--- src/hdl/b64e_pkg.sv ---
// ----------------------------------------------------------------------------
// b64e_pkg: shared types and constants of the base64 stream encoder
// Holds the command word passed from front to back, the queue status,
// the queue depth and the 6-bit symbol to ASCII alphabet mapping.
// ----------------------------------------------------------------------------
package b64e_pkg;

  localparam int QDepth = 4;
  localparam int QPtrW  = $clog2(QDepth);
  localparam int QCntW  = $clog2(QDepth + 1);

  // ASCII '=' used for padding
  localparam logic [6:0] PadChar = 7'h3D;

  // One encoding command: up to two symbols, then padding up to last_slot
  typedef struct packed {
    logic [5:0] sym0;      // first 6-bit symbol
    logic [5:0] sym1;      // second 6-bit symbol, used when two_sym is set
    logic       two_sym;   // slot one carries sym1 (else padding)
    logic [1:0] last_slot; // index of the final character of this command
    logic       eom;       // final character closes the message
  } b64e_cmd_t;

  // Queue status seen by the front and the back
  typedef struct packed {
    logic [QCntW-1:0] count;
    logic             empty;
    logic             full;
  } b64e_qstat_t;

  // Map a 6-bit symbol onto the standard alphabet
  function automatic logic [6:0] sym_char(input logic [5:0] s);
    logic [6:0] s7;
    s7 = {1'b0, s};
    case (s) inside
      [6'd0:6'd25]:  sym_char = s7 + 7'h41;  // 'A'..'Z'
      [6'd26:6'd51]: sym_char = s7 + 7'h47;  // 'a'..'z'
      [6'd52:6'd61]: sym_char = s7 - 7'd4;   // '0'..'9'
      6'd62:         sym_char = 7'h2B;       // '+'
      default:       sym_char = 7'h2F;       // '/'
    endcase
  endfunction

endpackage

--- src/hdl/base64_stream_encoder_top.sv ---
// ----------------------------------------------------------------------------
// base64_stream_encoder_top: streaming base64 encoder
// A byte accepted on the input is written into the command queue; its first
//   character then moves into the out_tvalid output register once that is free.
// Throughput: one character per cycle at the output register while out_tready
//   is high; a byte yields one or two characters, two to four if it is last.
// Reset (rst_n low, synchronous): group state, queue and output valid clear.
// ----------------------------------------------------------------------------
module base64_stream_encoder_top (
  input  logic       clk,
  input  logic       rst_n,
  input  logic       in_tvalid,
  output logic       in_tready,
  input  logic [7:0] in_tdata,   // [7:0] data_byte
  input  logic       in_tlast,   // end_of_message
  output logic       out_tvalid,
  input  logic       out_tready,
  output logic [7:0] out_tdata,  // [6:0] char_code, [7] zero
  output logic       out_tlast   // end_of_output
);

  b64e_pkg::b64e_cmd_t   push_cmd;
  b64e_pkg::b64e_cmd_t   head;
  b64e_pkg::b64e_qstat_t qstat;
  logic                  push;
  logic                  pop;

  b64e_front u_front (
    .clk       (clk),
    .rst_n     (rst_n),
    .in_tvalid (in_tvalid),
    .in_tready (in_tready),
    .in_tdata  (in_tdata),
    .in_tlast  (in_tlast),
    .qstat     (qstat),
    .push      (push),
    .push_cmd  (push_cmd)
  );

  b64e_queue u_queue (
    .clk      (clk),
    .rst_n    (rst_n),
    .push     (push),
    .push_cmd (push_cmd),
    .pop      (pop),
    .head     (head),
    .qstat    (qstat)
  );

  b64e_back u_back (
    .clk        (clk),
    .rst_n      (rst_n),
    .head       (head),
    .qstat      (qstat),
    .pop        (pop),
    .out_tvalid (out_tvalid),
    .out_tready (out_tready),
    .out_tdata  (out_tdata),
    .out_tlast  (out_tlast)
  );

  // Queue never holds more than its depth
  a_qcount: assert property (@(posedge clk) disable iff (!rst_n)
    qstat.count <= b64e_pkg::QCntW'(b64e_pkg::QDepth))
    else $error("command queue overfilled");

  // Never pop an empty queue
  a_pop_empty: assert property (@(posedge clk) disable iff (!rst_n)
    pop |-> !qstat.empty)
    else $error("pop from empty command queue");

  // With nothing queued, a drained output stays empty
  a_no_invent: assert property (@(posedge clk) disable iff (!rst_n)
    (qstat.empty && (!out_tvalid || out_tready)) |=> !out_tvalid)
    else $error("character produced with no pending command");

endmodule

--- src/hdl/b64e_front.sv ---
// ----------------------------------------------------------------------------
// b64e_front: byte intake and group tracking
// Accepts one byte per cycle while the queue has room, tracks the position
// in the 3-byte group and leftover bits, and issues one command word per byte.
// ----------------------------------------------------------------------------
module b64e_front (
  input  logic                  clk,
  input  logic                  rst_n,
  input  logic                  in_tvalid,
  output logic                  in_tready,
  input  logic [7:0]            in_tdata,   // [7:0] data_byte
  input  logic                  in_tlast,   // end_of_message
  input  b64e_pkg::b64e_qstat_t qstat,
  output logic                  push,
  output b64e_pkg::b64e_cmd_t   push_cmd
);

  localparam logic [1:0] PhStart = 2'd0;
  localparam logic [1:0] PhOne   = 2'd1;
  localparam logic [1:0] PhTwo   = 2'd2;

  logic [1:0] phase_r, phase_nxt;
  logic [5:0] left_r, left_nxt;
  logic [1:0] phase_eff;
  logic [5:0] left_new;
  logic [1:0] phase_new;

  // Accept while the queue has room
  assign in_tready = !qstat.full;
  assign push      = in_tvalid && in_tready;

  // Treat the unused phase code as the start of a group
  assign phase_eff = (phase_r inside {PhStart, PhOne, PhTwo}) ? phase_r : PhStart;

  // Split the byte into symbols and leftover bits
  always_comb begin
    push_cmd = '0;
    push_cmd.eom = in_tlast;
    case (phase_eff)
      PhOne: begin
        push_cmd.sym0      = left_r | {2'b00, in_tdata[7:4]};
        left_new           = {in_tdata[3:0], 2'b00};
        push_cmd.sym1      = left_new;
        push_cmd.two_sym   = in_tlast;
        push_cmd.last_slot = in_tlast ? 2'd2 : 2'd0;
        phase_new          = PhTwo;
      end
      PhTwo: begin
        push_cmd.sym0      = left_r | {4'b0000, in_tdata[7:6]};
        push_cmd.sym1      = in_tdata[5:0];
        left_new           = 6'd0;
        push_cmd.two_sym   = 1'b1;
        push_cmd.last_slot = 2'd1;
        phase_new          = PhStart;
      end
      default: begin
        push_cmd.sym0      = in_tdata[7:2];
        left_new           = {in_tdata[1:0], 4'b0000};
        push_cmd.sym1      = left_new;
        push_cmd.two_sym   = in_tlast;
        push_cmd.last_slot = in_tlast ? 2'd3 : 2'd0;
        phase_new          = PhOne;
      end
    endcase
  end

  // Advance the group state; the last byte returns to the start
  always_comb begin
    phase_nxt = phase_r;
    left_nxt  = left_r;
    if (push) begin
      phase_nxt = in_tlast ? PhStart : phase_new;
      left_nxt  = in_tlast ? 6'd0 : left_new;
    end
  end

  always_ff @(posedge clk) begin
    if (!rst_n) begin
      phase_r <= PhStart;
      left_r  <= 6'd0;
    end else begin
      phase_r <= phase_nxt;
      left_r  <= left_nxt;
    end
  end

endmodule

--- src/hdl/b64e_queue.sv ---
// ----------------------------------------------------------------------------
// b64e_queue: command queue between front and back
// Small register FIFO; the head entry is read at the read pointer.
// ----------------------------------------------------------------------------
module b64e_queue (
  input  logic                  clk,
  input  logic                  rst_n,
  input  logic                  push,
  input  b64e_pkg::b64e_cmd_t   push_cmd,
  input  logic                  pop,
  output b64e_pkg::b64e_cmd_t   head,
  output b64e_pkg::b64e_qstat_t qstat
);

  b64e_pkg::b64e_cmd_t             mem_r [b64e_pkg::QDepth];
  logic [b64e_pkg::QPtrW-1:0]      wr_ptr_r, wr_ptr_nxt;
  logic [b64e_pkg::QPtrW-1:0]      rd_ptr_r, rd_ptr_nxt;
  logic [b64e_pkg::QCntW-1:0]      count_r, count_nxt;

  assign head        = mem_r[rd_ptr_r];
  assign qstat.count = count_r;
  assign qstat.empty = (count_r == '0);
  assign qstat.full  = (count_r == b64e_pkg::QCntW'(b64e_pkg::QDepth));

  // Advance pointers and count
  always_comb begin
    wr_ptr_nxt = push ? wr_ptr_r + 1'b1 : wr_ptr_r;
    rd_ptr_nxt = pop  ? rd_ptr_r + 1'b1 : rd_ptr_r;
    count_nxt  = count_r;
    if (push && !pop) begin
      count_nxt = count_r + 1'b1;
    end else if (pop && !push) begin
      count_nxt = count_r - 1'b1;
    end
  end

  always_ff @(posedge clk) begin
    if (!rst_n) begin
      wr_ptr_r <= '0;
      rd_ptr_r <= '0;
      count_r  <= '0;
    end else begin
      wr_ptr_r <= wr_ptr_nxt;
      rd_ptr_r <= rd_ptr_nxt;
      count_r  <= count_nxt;
    end
  end

  // Store the incoming word
  always_ff @(posedge clk) begin
    if (push) begin
      mem_r[wr_ptr_r] <= push_cmd;
    end
  end

endmodule

--- src/hdl/b64e_back.sv ---
// ----------------------------------------------------------------------------
// b64e_back: character serializer
// Walks the slots of the head command, one character per cycle while output
// is taken, maps symbols onto the alphabet, holds each in an output register.
// ----------------------------------------------------------------------------
module b64e_back (
  input  logic                  clk,
  input  logic                  rst_n,
  input  b64e_pkg::b64e_cmd_t   head,
  input  b64e_pkg::b64e_qstat_t qstat,
  output logic                  pop,
  output logic                  out_tvalid,
  input  logic                  out_tready,
  output logic [7:0]            out_tdata,  // [6:0] char_code, [7] zero
  output logic                  out_tlast   // end_of_output
);

  logic [1:0] slot_r, slot_nxt;
  logic       valid_r, valid_nxt;
  logic [6:0] char_r, char_nxt;
  logic       last_r, last_nxt;
  logic       load, emit, final_slot;

  // Output register is free when empty or being taken
  assign load       = !valid_r || out_tready;
  assign emit       = load && !qstat.empty;
  assign final_slot = (slot_r == head.last_slot);
  assign pop        = emit && final_slot;

  // Pick the character of the current slot
  always_comb begin
    if (slot_r == 2'd0) begin
      char_nxt = b64e_pkg::sym_char(head.sym0);
    end else if (slot_r == 2'd1 && head.two_sym) begin
      char_nxt = b64e_pkg::sym_char(head.sym1);
    end else begin
      char_nxt = b64e_pkg::PadChar;
    end
    last_nxt  = final_slot && head.eom;
    slot_nxt  = slot_r;
    valid_nxt = valid_r;
    if (emit) begin
      slot_nxt  = final_slot ? 2'd0 : slot_r + 2'd1;
      valid_nxt = 1'b1;
    end else if (out_tready) begin
      valid_nxt = 1'b0;
    end
  end

  always_ff @(posedge clk) begin
    if (!rst_n) begin
      slot_r  <= 2'd0;
      valid_r <= 1'b0;
    end else begin
      slot_r  <= slot_nxt;
      valid_r <= valid_nxt;
    end
  end

  // Hold the word until taken
  always_ff @(posedge clk) begin
    if (emit) begin
      char_r <= char_nxt;
      last_r <= last_nxt;
    end
  end

  assign out_tvalid = valid_r;
  assign out_tdata  = {1'b0, char_r};
  assign out_tlast  = last_r;

endmodule

--- config.mk ---
export PLATFORM = sky130hd
export DESIGN_NAME = base64_stream_encoder_top
export DESIGN_NICKNAME = d
export VERILOG_FILES = /design/src/hdl/b64e_pkg.sv /design/src/hdl/base64_stream_encoder_top.sv /design/src/hdl/b64e_front.sv /design/src/hdl/b64e_queue.sv /design/src/hdl/b64e_back.sv
export SDC_FILE = /design/constraint.sdc
export NUM_CORES = 1
export LEC_CHECK = 0
export BUFFER_PORTS_ARGS = -buffer_cell sky130_fd_sc_hd__buf_2
export CELL_PAD_IN_SITES_DETAIL_PLACEMENT = 0
export CELL_PAD_IN_SITES_GLOBAL_PLACEMENT = 2
export CORE_MARGIN = 2
export CORE_UTILIZATION = 43
export CTS_CLUSTER_SIZE = 25
export DETAILED_ROUTE_END_ITERATION = 10
export PLACE_DENSITY_LB_ADDON = 0.1
export SLEW_MARGIN = 20
export SYNTH_ARGS = -nofsm -noshare
export SYNTH_HDL_FRONTEND = slang
export SYNTH_SLANG_ARGS = --single-unit
--- constraint.sdc ---
create_clock -name clk -period 3.15 [get_ports clk]
set_input_delay 0.315 -clock clk [delete_from_list [all_inputs] [get_ports clk]]
set_output_delay 0.315 -clock clk [all_outputs]
set_load 0.005 [all_outputs]
==> reports/metrics.cfg, run 1 <==
[run_status]
status = complete, no violations

[detailed_routing]
first_iter_violations = 207
viasPerCell = 5.580
vias = 3331
finalWirelength_um = 10450
post-route-drc-count = 0
firstDrtPassIters = 4
wl_per_cell_um = 17.51
ant_nets = 0

[sta]
fmax_ghz = 0.3411
setup_violations = 0
finalCritPeriodShare = 0.9306
worst_pin_slew_ps = 865.4
fin_tns_setup_ps = 0
finClkSkew_ps = 6.221
hold_violations = 0
rsz0062_at_grt = false
fin_ws_ps = 218.6
slew_violations = 0
slew_headroom = 0.4231
min_period_ps = 2931

[critical_path]
cp.arrival_ps = 3110
end_kind = register
reg2reg_slack_ps = 220
crit_type = reg -> reg
reg2reg_to = u_back.char_r[2]
r2r_cells = 9
start_kind = register
path_cells = buf_4 -> mux4_2 -> ha_1 -> a21bo_2 -> and3_1 -> nor2b_1 -> o21ai_0 -> a211o_1 -> a32oi_1
crit_cells = 9
cpPeakStageDelay_ps = 570
critPathBufInv = 1
cp.required_ps = 3330
cp_top_family = compound AO/OA/AOI/OAI gates
crit_fanout = 8
cp_slowest_cell = mux4_2

[clocking]
clkSinkCount = 90
root_buffer = clkbuf_16
clk_path_buf_depth = 2
cts_made_buffers = 9
htreeDepth = 3
cts_resized = 0
cts_hold_buf = 0
post_cts_buffers = 0
cts_tree = yes
cts.clk_slew.worst_paths_ps = 70
clock_latency_ps = 340

[place]
gp_congestion = 0.8670
place_ws_ps = 25.27
hpwl_um = 7658
port_buffers = 22

[worst_hold_path]
min_to = u_back.out_tvalid
hold_depth = 4
min-delay-start = out_tready
hold_path_class = in -> reg

[logic_synthesis]
yosys.area.top_type = edfxtp_1
synth-edff-count = 72
yosysTopAreaCellShare = 0.4449
ys_ff_latch = 90
ys_top_cells_by_area = edfxtp_1 (44%), ha_1 (7.7%), dfxtp_1 (7.4%), mux4_1 (3.8%), mux4_2 (3.7%)
async_flop_share = 0
syn-cell-area_sq_um = 4860
ys_seq_area_frac = 0.5191
synth_top_flop_cell = edfxtp_1
postSynthNetCount = 443
ys_types = 64
syn_avg_cell_area_sq_um = 12.18
synth_warnings = 0
synthCells = 399

[cells_and_area]
nFillCells = 997
areaGrowthSynthToFinish_pct = 15.73
drive_gt1_frac = 0.1926
layout_commonest_cell = edfxtp_1
nets = 496
antennaDiodeCount = 0
layout_common_cells = edfxtp_1 (72), nand2_1 (34), buf_4 (32), ha_1 (30), buf_2 (22)

[power_and_ir_drop]
power_w = 0.005060
leakage_nw = 2.087
power_density_nw_per_um2 = 899.6
ir_drop_mv = 0.4916

[floorplan]
die-height_um = 110.3
die_width_um = 110.3
row_count = 38
initial_core_util = 0.4444
fp.dieArea_sq_um = 12170
io_pins = 24
core_sq_um = 10940

[job]
drv_cap = 0

[global_routing]
grt_usage = 0.1876
top_usage_layer = met2
antenna_found_initial = 0
grt_pass1_wl_um = 16940
grtUsageMet2 = 0.3230
grt.met3_usage = 0.03645
grt_pass1_vias = 3291
gr-total-overflow = 0
grt_util_met1 = 0.2398
grt_max_degree = 23

==> state kept, by name, indices dropped and copies added (netlist names), named ones only <==
name               count
u_front.left_r         4
u_queue.wr_ptr_r       2
u_queue.rd_ptr_r       2
u_queue.count_r        3
u_front.phase_r        2
u_back.out_tlast       1
u_back.out_tvalid      1
u_back.slot_r          2
u_queue.mem_r         64
u_back.char_r          7
==> through the flow <==
step,instances,instance area (sq um),hold slack [ps],utilization
after floorplan,399,4860,413.9,-
after global placement,581,5325,455.4,0.4870
after detailed placement,581,5325,468.1,0.4870
after CTS,597,5622,246.6,0.5141
after global routing,597,5624,291.0,0.5143
final,597,5624,257.4,0.5143
==> synthesized netlist by cell type, types with 2 or more instances <==
cell type   n
a2111oi_0   2
a211oi_1    2
a21boi_0    8
a21o_1      3
a21oi_1    16
a221oi_1    2
a22oi_1     8
a2bb2oi_1   2
and2_1      9
and3_1      8
buf_2       3
clkbuf_1    7
dfxtp_1    18
edfxtp_1   72
ha_1       30
inv_1      20
mux2i_1     3
mux4_1      7
mux4_2      8
nand2_1    34
nand2b_1    5
nand3_1    10
nand3b_1    3
nand4_1     3
nor2_1     17
nor2b_1    10
nor3_1      4
nor3b_1     4
nor4b_1     2
o2111ai_1   3
o211ai_1    3
o21ai_0    18
o22ai_1     2
o311ai_0    3
o31ai_1     6
or2_2       5
or3_1       3
xnor2_1     8
xor2_1      3
==> tightest hold or removal path, stage by stage <==
cell,delay [ps]
buf_2,80
inv_1,40
nand2_1,50
a21boi_0,60
==> report_power, final <==
group	total (W)	internal, W	switching, W
clock network	0.00106	0.000632	0.000431
logic	0.00235	0.00106	0.00129
registers	0.00165	0.00156	0.0000879
total	0.00506	0.00325	0.00181
==> worst max path at each step <==
stage / to / slack (ps)
6_report: u_back.char_r[2] / 220
5_1_grt: u_back.char_r[3] / 30
4_1_cts: u_queue.count_r[2] / 30
3_5_place_dp: u_queue.count_r[2] / 30
3_3_place_gp: u_back.char_r[5] / 110
2_1_floorplan: u_back.char_r[2] / 310
==> logic make-up (layout without fill, tap and decap cells) <==
| family | after synthesis | count (layout) | share of synthesized area |
|---|---|---|---|
| AND/OR/NAND/NOR | 121 | 121 | 0.1318 |
| AO/OA/AOI/OAI | 92 | 92 | 0.1311 |
| flip-flops | 90 | 90 | 0.5191 |
| buffers and inverters | 34 | 92 | 0.03270 |
| adder cells (fa/ha/maj) | 31 | 31 | 0.08136 |
| multiplexers | 19 | 19 | 0.08342 |
| XOR/XNOR | 11 | 11 | 0.01983 |
| other | 1 | 1 | 0.0007717 |
==> cell type report <==
cell class | instances | area (sq um) | share of cell area
timing repair buffer | 55 | 370.4 | 0.06585
sequential | 90 | 2524 | 0.4487
clock inverter | 5 | 53.80 | 0.009566
multi-input combinational | 275 | 2180 | 0.3875
tap | 140 | 175.2 | 0.03115
inverter | 21 | 78.83 | 0.01402
clock buffer | 11 | 242.7 | 0.04316
==> routing by layer <==
metal / routed length [um] / vias to the layer above / share of wire
met5: 0 / - / 0
met4: 130 / 0 / 0.012
met3: 262 / 10 / 0.025
met2: 5292 / 56 / 0.51
met1: 4766 / 1642 / 0.46
li1: - / 1623 / -
Note: power is estimated with default switching activity, not from simulation.
==> inputs of run 2 (changes only) <==
--- a/config.mk
+++ b/config.mk
@@ -9,11 +9,12 @@
 export CELL_PAD_IN_SITES_DETAIL_PLACEMENT = 0
 export CELL_PAD_IN_SITES_GLOBAL_PLACEMENT = 2
 export CORE_MARGIN = 2
-export CORE_UTILIZATION = 43
+export CORE_UTILIZATION = 45
 export CTS_CLUSTER_SIZE = 25
 export DETAILED_ROUTE_END_ITERATION = 10
 export PLACE_DENSITY_LB_ADDON = 0.1
 export SLEW_MARGIN = 20
 export SYNTH_ARGS = -nofsm -noshare
 export SYNTH_HDL_FRONTEND = slang
+export SYNTH_HIERARCHICAL = 1
 export SYNTH_SLANG_ARGS = --single-unit
==> constraint.sdc (replaced) <==
create_clock -name clk -period 3.67 [get_ports clk]
set_input_delay 0.367 -clock clk [delete_from_list [all_inputs] [get_ports clk]]
set_output_delay 0.367 -clock clk [all_outputs]
set_load 0.005 [all_outputs]
==> reports/metrics.cfg, run 2 <==
[run_status]
status = complete, no violations

[cells_and_area]
drive_gt1_frac = 0.1500
top_register = u_queue/mem_r
layout_common_cells = edfxtp_1 (72), nand2_1 (32), ha_1 (30), inv_1 (25), buf_2 (22)
multi_input_area_sq_um = 2187
ff_latch_area_sq_um = 2522
nFillCells = 988
reg_top3 = u_queue/mem_r (64), u_back/char_r (7), u_front/left_r (4)
nets = 459
layout_commonest_cell = edfxtp_1
largest_register_ff_count = 64
antennaDiodeCount = 0
areaGrowthSynthToFinish_pct = 7.774

[logic_synthesis]
yosysMostFrequentCell = edfxtp_1
synth_commonest_cells = edfxtp_1 (72), nand2_1 (32), ha_1 (30)
ys_types = 68
postSynthNetCount = 439
synth_warnings = 6
yosysTopAreaCellShare = 0.4390
syn-cell-area_sq_um = 4925
ys_ff_latch = 90
synth_top_flop_cell = edfxtp_1
async_flop_share = 0
ys_top_cells_by_area = edfxtp_1 (44%), ha_1 (7.6%), dfxtp_1 (7.3%), mux4_2 (4.6%), mux4_1 (3.2%)
synth-edff-count = 72
synthCells = 395
yosys.area.top_type = edfxtp_1
syn_avg_cell_area_sq_um = 12.47
ys_seq_area_frac = 0.5122

[clocking]
cts.clk_slew.worst_paths_ps = 100
clk_path_buf_depth = 2
htreeDepth = 3
cts_resized = 0
cts_tree = yes
clock_latency_ps = 360
post_cts_buffers = 0
cts_hold_buf = 0
clkSinkCount = 90
cts_made_buffers = 9
root_buffer = clkbuf_8

[power_and_ir_drop]
leakage_nw = 1.906
p_sw_frac = 0.3863
power_switching_w = 0.001412
pwr-share-seq = 0.390
ir_drop_mv = 0.3207
power_frac_comb = 0.443
power_density_nw_per_um2 = 688.8
clockPowerShare = 0.167
internal-power_w = 0.002244

[floorplan]
fp.dieArea_sq_um = 11800
io_pins = 24
die-height_um = 108.6
initial_core_util = 0.4583
core_sq_um = 10750
die_width_um = 108.6
row_count = 38

[sta]
fmax_ghz = 0.3127
slew_violations = 0
slew_headroom = 0.4303
hold_violations = 0
setup_violations = 0
finClkSkew_ps = 16.80
rsz0062_at_grt = false
finalCritPeriodShare = 0.8713
fin_ws_ps = 472.1
worst_pin_slew_ps = 854.5
fin_tns_setup_ps = 0
min_period_ps = 3198

[detailed_routing]
ant_nets = 0
vias = 3152
finalWirelength_um = 9779
post-route-drc-count = 0
firstDrtPassIters = 6
first_iter_violations = 184
wl_per_cell_um = 17.46
viasPerCell = 5.629

[global_routing]
grt_pass1_wl_um = 16100
grt.met3_usage = 0.03407
grt_util_met1 = 0.2324
antenna_found_initial = 0
gr-total-overflow = 0
grt_max_degree = 24
grtUsageMet2 = 0.3058
top_usage_layer = met2
grt_pass1_vias = 3146
grt_usage = 0.1805

[critical_path]
start_kind = register
crit_fanout = 10
crit_type = reg -> reg
cp.arrival_ps = 3400
cp.required_ps = 3870
end_kind = register

[worst_hold_path]
hold_path_class = in -> reg

[place]
hpwl_um = 7134
port_buffers = 22
gp_congestion = 0.9060
place_ws_ps = 442.0

[job]
drv_cap = 0

-- run 2: power groups by stage --
stage	Combinational, W	Sequential, W	Clock [W]
global route	0.00180	0.00145	0.000673
global placement	0.00163	0.00145	0
CTS	0.00162	0.00143	0.000632
detailed placement	0.00161	0.00145	0
finish	0.00162	0.00143	0.000612
floorplan	0.00123	0.00143	0
-- run 2: final timing paths --
kind                     start                 to  slack, ps  cells past startpoint
max                   register   u_back/char_r[1]        470                      9
min                 out_tready  u_back/out_tvalid        300                      3
max reg2reg           register   u_back/char_r[1]        470                      9
min reg2reg  u_front/left_r[2]  u_front/left_r[2]        450                      2
-- run 2: worst max-delay path, cell delays in order, from the launching register on --
cell and delay, ps:
dfxtp_1 550, buf_4 260, mux4_2 640, inv_1 180, ha_1 190, a21bo_2 240
a32oi_2 420, a211oi_1 140, a311o_1 340, o21ai_0 80
-- run 2: logic make-up after synthesis --
kind of cell	after synthesis	synth area share
AOI/OAI and AO/OA	94	0.1420
buffers and inverters	44	0.04370
muxes	20	0.08613
DFF	90	0.5122
xor gates and xnor gates	16	0.02846
other	1	0.0007615
adders and majority gates	31	0.08028
and+or+nand+nor	99	0.1065
-- run 2: metal layers --
layer  wire length [um]  vias to the layer above
met2               4950                       69
met5                  0                        -
met3                317                       16
met1               4361                     1541
met4                150                        0
li1                   -                     1526
-- run 2: area by class of cell --
cell class	count	share of cell area
clock buffer	10	0.02405
clock inverter	6	0.009430
inverter	26	0.01839
multi-input combinational	261	0.4121
sequential	90	0.4752
tap	140	0.03300
timing repair buffer	27	0.02782
-- run 2: stage by stage --
stage | instances | area (sq um) | utilization | hold slack (ps) | power, W
finish | 560 | 5308 | 0.4939 | 295.6 | 0.003656
global route | 560 | 5308 | 0.4939 | 299.3 | 0.003926
CTS | 560 | 5308 | 0.4939 | 285.5 | 0.003680
detailed placement | 544 | 5130 | 0.4774 | 444.5 | 0.003064
global placement | 544 | 5130 | 0.4774 | 443.2 | 0.003077
floorplan | 395 | 4925 | - | 430.5 | 0.002659
